--- config.mk ---
export PLATFORM = sky130hd
export DESIGN_NAME = quoted_field_splitter_top_flat
export DESIGN_NICKNAME = d
export VERILOG_FILES = /design/src/qfs_pkg.sv /design/src/qfs_stream_if.sv /design/src/qfs_core.sv /design/src/qfs_out.sv /design/src/quoted_field_splitter_top.sv /design/src/flat_wrapper.sv
export SDC_FILE = /design/constraint.sdc
export NUM_CORES = 1
export LEC_CHECK = 0
export BUFFER_PORTS_ARGS = -buffer_cell sky130_fd_sc_hd__buf_4
export CAP_MARGIN = 40
export CORE_MARGIN = 5
export CORE_UTILIZATION = 45
export DETAILED_ROUTE_END_ITERATION = 6
export SLEW_MARGIN = 20
export SYNTH_ARGS = -nofsm -noshare
export SYNTH_HDL_FRONTEND = slang
export SYNTH_SLANG_ARGS = --single-unit
--- constraint.sdc ---
create_clock -name i_clk -period 10.2 [get_ports i_clk]
set_input_delay 2.04 -clock i_clk [delete_from_list [all_inputs] [get_ports i_clk]]
set_output_delay 2.04 -clock i_clk [all_outputs]
set_load 0.005 [all_outputs]
--- src/qfs_pkg.sv ---
`timescale 1ns / 1ps
`default_nettype none

package qfs_pkg;

    localparam logic [7:0] SEMI  = 8'h3B;
    localparam logic [7:0] QUOTE = 8'h22;

    localparam logic [1:0] KIND_CONTENT   = 2'd0;
    localparam logic [1:0] KIND_FIELD_END = 2'd1;
    localparam logic [1:0] KIND_LINE_END  = 2'd2;

    localparam logic [1:0] STATUS_OK       = 2'd0;
    localparam logic [1:0] STATUS_COUNT    = 2'd1;
    localparam logic [1:0] STATUS_NO_DELIM = 2'd2;

    localparam int NUM_SLOTS = 6;
    localparam int SLOT_BITS = 3;

    localparam int SLOT_PEND_HELD = 0;
    localparam int SLOT_PEND_END  = 1;
    localparam int SLOT_LAST_HELD = 2;
    localparam int SLOT_LAST_END  = 3;
    localparam int SLOT_TAIL      = 4;
    localparam int SLOT_LINE_END  = 5;

    typedef struct packed {
        logic [1:0] kind;
        logic [7:0] data_byte;
        logic [7:0] field_index;
        logic [1:0] status;
    } t_result;

    typedef struct packed {
        t_result [NUM_SLOTS-1:0] slot;
        logic [NUM_SLOTS-1:0]    mask;
    } t_bundle;

    typedef struct packed {
        logic [7:0] prev;
        logic       in_quoted;
        logic       quote_follow;
        logic [7:0] held;
        logic       held_valid;
    } t_dec_state;

    typedef struct packed {
        t_dec_state st;
        logic       flush_valid;
        logic [7:0] flush_byte;
        logic       field_end;
    } t_dec_out;

    localparam t_dec_state DEC_RESET = '{
        prev:         SEMI,
        in_quoted:    1'b0,
        quote_follow: 1'b0,
        held:         8'h00,
        held_valid:   1'b0
    };

    localparam t_result RESULT_ZERO = '{
        kind:        KIND_CONTENT,
        data_byte:   8'h00,
        field_index: 8'h00,
        status:      STATUS_OK
    };

    function automatic t_dec_out decide(input t_dec_state s, input logic [7:0] c,
                                        input logic [7:0] nxt, input logic nxt_end);
        logic     semi_after;
        logic     delim;
        t_dec_out r;
        semi_after = nxt_end || (nxt == SEMI);
        if (s.quote_follow) begin
            delim = (c == QUOTE) && s.in_quoted && semi_after;
        end else begin
            delim = (c == QUOTE) && ((s.prev == SEMI) || semi_after);
        end
        r              = '0;
        r.st           = s;
        r.st.prev      = c;
        r.st.quote_follow = delim;
        r.flush_byte   = s.held;
        if (delim) begin
            r.st.in_quoted = !s.in_quoted;
        end else begin
            r.flush_valid = s.held_valid;
            if ((c == SEMI) && !s.in_quoted) begin
                r.field_end     = 1'b1;
                r.st.held_valid = 1'b0;
            end else begin
                r.st.held       = c;
                r.st.held_valid = 1'b1;
            end
        end
        return r;
    endfunction

endpackage

`default_nettype wire

--- src/qfs_stream_if.sv ---
`timescale 1ns / 1ps
`default_nettype none

interface qfs_in_if;
    logic       valid;
    logic       ready;
    logic [7:0] line_byte;
    logic       end_of_line;

    modport source (output valid, output line_byte, output end_of_line, input ready);
    modport sink   (input valid, input line_byte, input end_of_line, output ready);
endinterface

interface qfs_out_if;
    logic       valid;
    logic       ready;
    logic [1:0] kind;
    logic [7:0] data_byte;
    logic [7:0] field_index;
    logic [1:0] status;
    logic       last;

    modport source (output valid, output kind, output data_byte, output field_index,
                    output status, output last, input ready);
    modport sink   (input valid, input kind, input data_byte, input field_index,
                    input status, input last, output ready);
endinterface

`default_nettype wire

--- src/qfs_core.sv ---
`timescale 1ns / 1ps
`default_nettype none

module qfs_core #(
    parameter int FIELD_INDEX_BITS = 8
) (
    input  wire                 i_clk,
    input  wire                 i_rst_n,
    input  wire                 i_cfg_wr_en,
    input  wire  [7:0]          i_cfg_wr_data,
    input  wire                 i_accept,
    input  wire  [7:0]          i_line_byte,
    input  wire                 i_end_of_line,
    output qfs_pkg::t_bundle    o_bundle
);

    localparam int                    FIB     = FIELD_INDEX_BITS;
    localparam int                    CW      = (FIB > 8) ? FIB : 8;
    localparam logic [FIB-1:0]        FC_MAX  = {FIB{1'b1}};

    logic [7:0]          r_expected;
    logic [7:0]          r_pend_byte;
    logic                r_pend_valid;
    logic                r_skip;
    qfs_pkg::t_dec_state r_dec;
    logic [FIB-1:0]      r_fc;

    logic [7:0]          n_pend_byte;
    logic                n_pend_valid;
    logic                n_skip;
    qfs_pkg::t_dec_state n_dec;
    logic [FIB-1:0]      n_fc;

    qfs_pkg::t_dec_out   d1;
    qfs_pkg::t_dec_out   d2;
    qfs_pkg::t_dec_state s1;
    logic                fe1;
    logic                fl1;
    logic [FIB-1:0]      fc1;
    logic [FIB-1:0]      fc2;
    logic [FIB-1:0]      count;
    logic [1:0]          line_status;

    function automatic logic [FIB-1:0] sat_inc(input logic [FIB-1:0] v);
        return (v == FC_MAX) ? v : v + FIB'(1);
    endfunction

    function automatic logic [7:0] to_index(input logic [FIB-1:0] v);
        logic [CW-1:0] w;
        w = CW'(v);
        return w[7:0];
    endfunction

    function automatic qfs_pkg::t_result mk(input logic [1:0] kind, input logic [7:0] data,
                                            input logic [FIB-1:0] fc, input logic [1:0] st);
        qfs_pkg::t_result r;
        r.kind        = kind;
        r.data_byte   = data;
        r.field_index = to_index(fc);
        r.status      = st;
        return r;
    endfunction

    always_comb begin
        d1  = qfs_pkg::decide(r_dec, r_pend_byte, i_line_byte, 1'b0);
        fe1 = r_pend_valid && d1.field_end;
        fl1 = r_pend_valid && d1.flush_valid;
        s1  = r_pend_valid ? d1.st : r_dec;
        fc1 = fe1 ? sat_inc(r_fc) : r_fc;
        d2  = qfs_pkg::decide(s1, i_line_byte, 8'h00, 1'b1);
        fc2 = d2.field_end ? sat_inc(fc1) : fc1;
        count = (fc2 == FC_MAX) ? FC_MAX : fc2 + FIB'(1);
        line_status = (CW'(count) == CW'(r_expected)) ? qfs_pkg::STATUS_OK
                                                      : qfs_pkg::STATUS_COUNT;
    end

    always_comb begin
        o_bundle      = '0;
        for (int i = 0; i < qfs_pkg::NUM_SLOTS; i++) begin
            o_bundle.slot[i] = qfs_pkg::RESULT_ZERO;
        end
        n_pend_byte  = r_pend_byte;
        n_pend_valid = r_pend_valid;
        n_skip       = r_skip;
        n_dec        = r_dec;
        n_fc         = r_fc;
        if (r_skip) begin
            if (i_line_byte == qfs_pkg::SEMI) begin
                n_skip     = 1'b0;
                n_dec.prev = qfs_pkg::SEMI;
            end
            if (i_end_of_line) begin
                o_bundle.mask[qfs_pkg::SLOT_LINE_END] = 1'b1;
                o_bundle.slot[qfs_pkg::SLOT_LINE_END] = mk(qfs_pkg::KIND_LINE_END, 8'h00,
                    '0, (i_line_byte != qfs_pkg::SEMI) ? qfs_pkg::STATUS_NO_DELIM :
                        (r_expected == 8'd1) ? qfs_pkg::STATUS_OK : qfs_pkg::STATUS_COUNT);
            end
        end else begin
            o_bundle.mask[qfs_pkg::SLOT_PEND_HELD] = fl1;
            o_bundle.slot[qfs_pkg::SLOT_PEND_HELD] =
                mk(qfs_pkg::KIND_CONTENT, d1.flush_byte, r_fc, qfs_pkg::STATUS_OK);
            o_bundle.mask[qfs_pkg::SLOT_PEND_END] = fe1;
            o_bundle.slot[qfs_pkg::SLOT_PEND_END] =
                mk(qfs_pkg::KIND_FIELD_END, 8'h00, r_fc, qfs_pkg::STATUS_OK);
            if (i_end_of_line) begin
                o_bundle.mask[qfs_pkg::SLOT_LAST_HELD] = d2.flush_valid;
                o_bundle.slot[qfs_pkg::SLOT_LAST_HELD] =
                    mk(qfs_pkg::KIND_CONTENT, d2.flush_byte, fc1, qfs_pkg::STATUS_OK);
                o_bundle.mask[qfs_pkg::SLOT_LAST_END] = d2.field_end;
                o_bundle.slot[qfs_pkg::SLOT_LAST_END] =
                    mk(qfs_pkg::KIND_FIELD_END, 8'h00, fc1, qfs_pkg::STATUS_OK);
                o_bundle.mask[qfs_pkg::SLOT_TAIL] = d2.st.held_valid && !d2.st.in_quoted;
                o_bundle.slot[qfs_pkg::SLOT_TAIL] =
                    mk(qfs_pkg::KIND_CONTENT, d2.st.held, fc2, qfs_pkg::STATUS_OK);
                o_bundle.mask[qfs_pkg::SLOT_LINE_END] = 1'b1;
                o_bundle.slot[qfs_pkg::SLOT_LINE_END] =
                    mk(qfs_pkg::KIND_LINE_END, 8'h00, fc2, line_status);
            end else begin
                n_dec        = s1;
                n_fc         = fc1;
                n_pend_byte  = i_line_byte;
                n_pend_valid = 1'b1;
            end
        end
        if (i_end_of_line) begin
            n_pend_byte  = 8'h00;
            n_pend_valid = 1'b0;
            n_skip       = 1'b1;
            n_dec        = qfs_pkg::DEC_RESET;
            n_fc         = '0;
        end
    end

    always_ff @(posedge i_clk) begin
        if (!i_rst_n) begin
            r_expected   <= 8'd1;
            r_pend_byte  <= 8'h00;
            r_pend_valid <= 1'b0;
            r_skip       <= 1'b1;
            r_dec        <= qfs_pkg::DEC_RESET;
            r_fc         <= '0;
        end else begin
            if (i_cfg_wr_en) begin
                r_expected <= i_cfg_wr_data;
            end
            if (i_accept) begin
                r_pend_byte  <= n_pend_byte;
                r_pend_valid <= n_pend_valid;
                r_skip       <= n_skip;
                r_dec        <= n_dec;
                r_fc         <= n_fc;
            end
        end
    end

endmodule

`default_nettype wire

--- src/qfs_out.sv ---
`timescale 1ns / 1ps
`default_nettype none

module qfs_out (
    input  wire               i_clk,
    input  wire               i_rst_n,
    input  wire               i_load,
    input  qfs_pkg::t_bundle  i_bundle,
    output logic              o_can_load,
    qfs_out_if.source         o_out
);

    qfs_pkg::t_result [qfs_pkg::NUM_SLOTS-1:0] r_slot;
    logic [qfs_pkg::NUM_SLOTS-1:0]             r_mask;

    logic [qfs_pkg::SLOT_BITS-1:0]             sel;
    logic                                      found;
    logic [qfs_pkg::NUM_SLOTS-1:0]             mask_clr;
    logic                                      fire;
    logic                                      is_last;

    always_comb begin
        sel   = '0;
        found = 1'b0;
        for (int i = 0; i < qfs_pkg::NUM_SLOTS; i++) begin
            if (r_mask[i] && !found) begin
                sel   = qfs_pkg::SLOT_BITS'(i);
                found = 1'b1;
            end
        end
        mask_clr = r_mask & ~(qfs_pkg::NUM_SLOTS'(1) << sel);
    end

    assign is_last    = (mask_clr == '0);
    assign fire       = o_out.valid && o_out.ready;
    assign o_can_load = !o_out.valid || (fire && is_last);

    assign o_out.valid       = |r_mask;
    assign o_out.kind        = r_slot[sel].kind;
    assign o_out.data_byte   = r_slot[sel].data_byte;
    assign o_out.field_index = r_slot[sel].field_index;
    assign o_out.status      = r_slot[sel].status;
    assign o_out.last        = is_last;

    always_ff @(posedge i_clk) begin
        if (i_load) begin
            r_slot <= i_bundle.slot;
        end
    end

    always_ff @(posedge i_clk) begin
        if (!i_rst_n) begin
            r_mask <= '0;
        end else if (i_load) begin
            r_mask <= i_bundle.mask;
        end else if (fire) begin
            r_mask <= mask_clr;
        end
    end

endmodule

`default_nettype wire

--- src/quoted_field_splitter_top.sv ---
`timescale 1ns / 1ps
`default_nettype none

// Port             Dir  Width  Transaction
// i_in             in   9      one line byte plus end-of-line mark
// o_out            out  21     one result: kind, data, field index, status, last
// i_cfg_wr_*       in   8      expected field count, written when idle
//
// A byte is taken every cycle while it yields at most one result and the output is ready.
// A byte yielding n results holds the input while the six-slot
// result register drains one result per cycle.
// Synchronous active-low reset; expected field count resets to 1.
// Output stall holds the result register; input is taken on its last result.

module quoted_field_splitter_top #(
    parameter int FIELD_INDEX_BITS = 8
) (
    input  wire        i_clk,
    input  wire        i_rst_n,
    input  wire        i_cfg_wr_en,
    input  wire  [7:0] i_cfg_wr_data,
    qfs_in_if.sink     i_in,
    qfs_out_if.source  o_out
);

    qfs_pkg::t_bundle bundle;
    logic             can_load;
    logic             accept;

    assign i_in.ready = can_load;
    assign accept     = i_in.valid && can_load;

    qfs_core #(
        .FIELD_INDEX_BITS (FIELD_INDEX_BITS)
    ) u_core (
        .i_clk         (i_clk),
        .i_rst_n       (i_rst_n),
        .i_cfg_wr_en   (i_cfg_wr_en),
        .i_cfg_wr_data (i_cfg_wr_data),
        .i_accept      (accept),
        .i_line_byte   (i_in.line_byte),
        .i_end_of_line (i_in.end_of_line),
        .o_bundle      (bundle)
    );

    qfs_out u_out (
        .i_clk      (i_clk),
        .i_rst_n    (i_rst_n),
        .i_load     (accept),
        .i_bundle   (bundle),
        .o_can_load (can_load),
        .o_out      (o_out)
    );

endmodule

`default_nettype wire

--- src/flat_wrapper.sv ---
// flat-port wrapper written by rule: the top's interface ports become plain ports
module quoted_field_splitter_top_flat 
#(
    parameter int FIELD_INDEX_BITS = 8
)
  (i_clk, i_rst_n, i_cfg_wr_en, i_cfg_wr_data, i_in_valid, i_in_line_byte, i_in_end_of_line, i_in_ready, o_out_valid, o_out_kind, o_out_data_byte, o_out_field_index, o_out_status, o_out_last, o_out_ready);
  qfs_in_if i_in_i ();
  qfs_out_if o_out_i ();
  input  wire i_clk;
  input  wire i_rst_n;
  input  wire i_cfg_wr_en;
  input  wire  [7:0] i_cfg_wr_data;
  input wire logic [$bits(i_in_i.valid)-1:0] i_in_valid;
  input wire logic [$bits(i_in_i.line_byte)-1:0] i_in_line_byte;
  input wire logic [$bits(i_in_i.end_of_line)-1:0] i_in_end_of_line;
  output wire logic [$bits(i_in_i.ready)-1:0] i_in_ready;
  output wire logic [$bits(o_out_i.valid)-1:0] o_out_valid;
  output wire logic [$bits(o_out_i.kind)-1:0] o_out_kind;
  output wire logic [$bits(o_out_i.data_byte)-1:0] o_out_data_byte;
  output wire logic [$bits(o_out_i.field_index)-1:0] o_out_field_index;
  output wire logic [$bits(o_out_i.status)-1:0] o_out_status;
  output wire logic [$bits(o_out_i.last)-1:0] o_out_last;
  input wire logic [$bits(o_out_i.ready)-1:0] o_out_ready;
  assign i_in_i.valid = i_in_valid;
  assign i_in_i.line_byte = i_in_line_byte;
  assign i_in_i.end_of_line = i_in_end_of_line;
  assign i_in_ready = i_in_i.ready;
  assign o_out_valid = o_out_i.valid;
  assign o_out_kind = o_out_i.kind;
  assign o_out_data_byte = o_out_i.data_byte;
  assign o_out_field_index = o_out_i.field_index;
  assign o_out_status = o_out_i.status;
  assign o_out_last = o_out_i.last;
  assign o_out_i.ready = o_out_ready;
  quoted_field_splitter_top #(.FIELD_INDEX_BITS(FIELD_INDEX_BITS)) u_core (.i_clk(i_clk), .i_rst_n(i_rst_n), .i_cfg_wr_en(i_cfg_wr_en), .i_cfg_wr_data(i_cfg_wr_data), .i_in(i_in_i), .o_out(o_out_i));
endmodule
Word level (Yosys, flattened, before mapping)
Cells that the tools add are included. Widths: inputs -> output; s select.

Bits of input ports: 22. Output and inout bits: 23. Logic and storage cells: 147. Flip-flop bits (word level): 155.

Bitwise logic cells: 3. Shifts and indexed selects: 1. Equality and inequality tests: 13. $add $sub $neg: 3. Reductions and logical operators: 35. Muxes and demuxes: 58. Order comparisons: 1.

Operator list (number): $mux 8 (13); $mux 80 (1); $bmux 20 s3 (1); $mux 20 (3); $eq 8x6->1 const B (5); $mux 39 (1); $mux 19 (2); $mux 1 (25); $add 8x1->8 const B (3); $eq 8x8->1 const B (3); $mux 10 (2); $logic_and 1x1->1 (17); $mux 3 (4); $mux 6 (2); $mux 11 (1); $logic_not 1->1 (9); $eq 8x1->1 const B (1); $eq 8x8->1 (1); $ne 8x6->1 const B (1); $and 6x6->6 (1); $logic_not 6->1 (1); $not 6->6 (1); $reduce_or 6->1 (1); $shl 1x3->6 const A (1); 13 further kinds (14).

Longest topological paths before layout
Depth after elaboration: 24. Depth in mapped cells: 21. Mapped depth without buffers: 21.

By module
From an unflattened synthesis, not the netlist that was laid out.

Cells, all modules: 862. Area total of the unflattened synthesis: 8904.8 um^2.

By module, submodules not included: qfs_out (times used 1, cells an instance 303, sequential area each 3723.6 um^2, area an instance 4828.4 um^2); qfs_core (times used 1, cells an instance 558, sequential area each 900.9 um^2, area an instance 4070.2 um^2); quoted_field_splitter_top (times used 1, cells an instance 1, sequential area each 0.0 um^2, area an instance 6.3 um^2).

Least setup slack after synthesis
Ideal clock, no wire load.

Path kind: input to register. From: in i_in_line_byte[7]. To: reg u_core.u_out.r_slot[100] in the netlist's numbering (data pin). Data arrival time: 4.443 ns. Required time: 9.939 ns. Setup time: 0.261 ns. Stages on the path: 15. Setup slack: 5.497 ns. Path buffers: 0. Cell sequence: nor2_1 -> nand4b_1 -> or2_2 -> a21oi_2 -> o21ai_2 -> xnor2_1 -> inv_1 -> ha_1 -> inv_1 -> or2_1 -> o22ai_1 -> a32o_1 -> a22o_1 -> a22oi_1 -> o32a_1.

RTL lines: start, declared (RTL line flat_wrapper.sv:14) `input wire logic [$bits(i_in_i.line_byte)-1:0] i_in_line_byte;`; end signal, assigned (RTL line qfs_out.sv:47) `r_slot <= i_bundle.slot;`; end, declared (RTL line qfs_out.sv:13) `qfs_pkg::t_result [qfs_pkg::NUM_SLOTS-1:0] r_slot;`.

==> flow_metrics.env <==
export IMPL_outcome="complete, no violations"
export IMPL_synth_cells=622
export IMPL_synth_largest_area_cell="edfxtp_1"
export IMPL_drive_gt1_share_pct=15.0
export IMPL_drc_errors=0
export IMPL_yosysSeqAreaShare_pct=44.9
export IMPL_hold_violations=0
export IMPL_synth_top_area_share_pct=27.4
export IMPL_fin_area_um2=6600
export IMPL_core_area_um2=12700
export IMPL_cts_resized=0
export IMPL_postCtsSetupBuffers=0
export IMPL_rows=41
export IMPL_routed_wl_mm=14.9
export IMPL_synth_nets=647
export IMPL_p_int_mw=0.655
export IMPL_multiInputGateArea_um2=2990
export IMPL_nFillCells=1174
export IMPL_clock_skew_ns=0.00879
export IMPL_crit_required_ns=10.30
export IMPL_max_freq_ghz=0.187
export IMPL_swShare_pct=23.4
export IMPL_root_buffer="clkbuf_16"
export IMPL_io_buffers=44
export IMPL_fin_util_pct=52.1
export IMPL_synth_avg_cell_area_um2=9.35
export IMPL_mostFrequentLayoutCells="nor2_1, edfxtp_1, buf_4, dfxtp_1, nor2b_1"
export IMPL_yosys_warnings=0
export IMPL_worst_pin_slew_ns=0.762
export IMPL_finalSetupViolCount=0
export IMPL_crit_arrival_ns=5.45
export IMPL_final_setup_tns_ns=0
export IMPL_die_width_um=124
export IMPL_synthDistinctLibCells=80
export IMPL_die_y_um=124
export IMPL_mostFrequentLayoutCell="nor2_1"
export IMPL_ys_ff_latch=104
export IMPL_powerDensity_nw_per_um2=130
export IMPL_track_usage_pct=20.4
export IMPL_relSlewSlack_pct=49.2
export IMPL_cts_reportedPaths_clkPinSlew_ns=0.07
export IMPL_cts_tree="done"
export IMPL_viasPerCell=5.64
export IMPL_p_leak_nw=2.48
export IMPL_yosys_top_cells_area="edfxtp_1, dfxtp_1, nor2b_1"
export IMPL_setup_worst_path_start_class="flop"
export IMPL_clk_latency_ns=0.35
export IMPL_post_route_min_period_ns=5.36
export IMPL_dp_slack_ns=4.61
export IMPL_clockPowerShare_pct=39.5
export IMPL_firstDrtPassIters=7
export IMPL_grt_start_max_net_pins=60
export IMPL_synthToLayoutAreaGrowth_pct=13.4
export IMPL_synthFlopType="edfxtp_1"
export IMPL_antenna_found_initial=0
export IMPL_io_pins=45
export IMPL_path_class="reg -> reg"
export IMPL_vdd_drop_max_mv=0.0843
export IMPL_synth_area_um2=5820
export IMPL_grt_pass1_vias=4400
export IMPL_wl_per_cell_um=17.9
export IMPL_drv_slew=0
export IMPL_clock_sinks=104
export IMPL_critPathMaxFanout=11
export IMPL_cts_hold_buf=0
export IMPL_drt_initial_drc_count=450
export IMPL_maxCapViolCount=0
export IMPL_diodes=0
export IMPL_nets=679
export IMPL_cts_buffers=9
export IMPL_detail_route_antenna_nets=0
export IMPL_clockBufferDepth=2
export IMPL_switching_power_mw=0.200
export IMPL_pwr_share_comb_pct=7.1
export IMPL_initial_core_util_pct=45.9
export IMPL_htreeDepth=3
export IMPL_grt_pass1_wl_mm=24.0
export IMPL_end_kind="flop"
export IMPL_grt_overflow_total=0
export IMPL_synthArstFlopShare_pct=0
export IMPL_placed_cell_area_um2=6310
export IMPL_timing_final_ws_setup_ns=4.84
export IMPL_holdWs_ns=0.484
export IMPL_dieArea_um2=15300
export IMPL_p_seq_share_pct=53.4
export IMPL_rrSetupSlack_ns=4.84
export IMPL_regArea_um2=2610
export IMPL_hp_class="reg -> reg"
export IMPL_via_count=4686
export IMPL_place_gp_congestion=0.991
export IMPL_rsz0062_at_grt="no"
export IMPL_synth_edf_count=53
export IMPL_dp_hpwl_mm=10.7
export IMPL_fin_crit_sh_pct=52.5
[logic make-up after synthesis]
kind of cell / synth area share (%)
compound gates: 17.1
mux: 5.79
xor+xnor: 3.27
fa+ha+maj: 0.817
buf+inv: 3.68
flops: 44.9
simple gates: 24.4
[synth_stat cells (all sizes together) (7+ instances only)]
cell type and number:
nor2 76, a21boi 8, and3 8, a222oi 7, nand2b 7, inv 23, o21ai 26, nand4 8
a21oi 36, nor2b 49, xnor2 10, nand2 47, nand3 14, clkbuf 27, a22oi 20, xor2 7
and2 20, nor3 10, mux2i 31, edfxtp 53, dfxtp 51
[critical path: stages, from the launching register on]
cell     delay [ns]
dfxtp_1        0.55
ha_1           0.44
and4_1         0.38
a21oi_2        0.14
xnor2_1        0.24
inv_1          0.13
ha_1           0.26
nand2_1        0.08
or4_1          0.41
o22ai_1        0.19
nor2_1         0.15
o21ai_2        0.26
nor2_1         0.07
a31oi_1        0.22
ha_1           0.34
inv_1          0.12
or2_1          0.25
o22ai_1        0.17
a32o_1         0.14
a22o_1         0.13
a22oi_1        0.09
o32a_1         0.30
[final cells by class]
cell class / count / share of cell area [%]
Inverter: 23 / 1.31
Clock buffer: 10 / 3.62
Sequential cell: 104 / 39.6
Tap cell: 172 / 3.26
Multi-Input combinational cell: 463 / 45.3
Timing Repair Buffer: 53 / 6.11
Clock inverter: 6 / 0.778
[power groups by stage]
stage	combinational (mW)	clock (mW)	sequential (mW)
2_1_floorplan	0.0329	0	0.464
3_3_place_gp	0.0605	0	0.466
3_5_place_dp	0.0618	0	0.466
4_1_cts	0.0619	0.344	0.457
5_1_grt	0.0678	0.364	0.458
6_report	0.0609	0.338	0.457
[layer usage]
metal  track usage, %  routed length (um)  vias to the layer above
met3             4.86                1210                       12
met5                0                   0                        -
met1             30.3                7150                     2187
met4             5.47                 146                        0
li1                 -                   -                     2315
met2             29.7                6400                      172
[per-stage QoR]
| step | cells | total power, mW |
|---|---|---|
| 6_report | 831 | 0.855 |
| 5_1_grt | 831 | 0.889 |
| 4_1_cts | 831 | 0.862 |
| 3_5_place_dp | 815 | 0.528 |
| 3_3_place_gp | 812 | 0.526 |
| 2_1_floorplan | 622 | 0.497 |
[path summary, 6_finish.rpt]
path	to	start	cells after the start
worst max register to register	u_core.u_out.r_slot[100]$_DFFE_PP_	u_core.u_core.r_fc[0]$_SDFFE_PN0P_	21
worst max-delay path	u_core.u_out.r_slot[100]$_DFFE_PP_	u_core.u_core.r_fc[0]$_SDFFE_PN0P_	21
worst min-delay path	u_core.u_core.r_dec[13]$_SDFFE_PN0P_	u_core.u_core.r_dec[13]$_SDFFE_PN0P_	2
worst min register to register	u_core.u_core.r_dec[13]$_SDFFE_PN0P_	u_core.u_core.r_dec[13]$_SDFFE_PN0P_	2
[sequential cells by signal, summed over array words and instances, names as in the netlist, 6 cells and up]
signal	cells
u_core.u_out.r_slot	53
u_core.u_core.r_dec	11
u_core.u_core.d1	8
u_core.u_core.r_expected	8
u_core.u_core.r_fc	8
u_core.u_core.r_pend_byte	8
u_core.u_out.r_mask	6
Power figures use the tool's default switching activity.
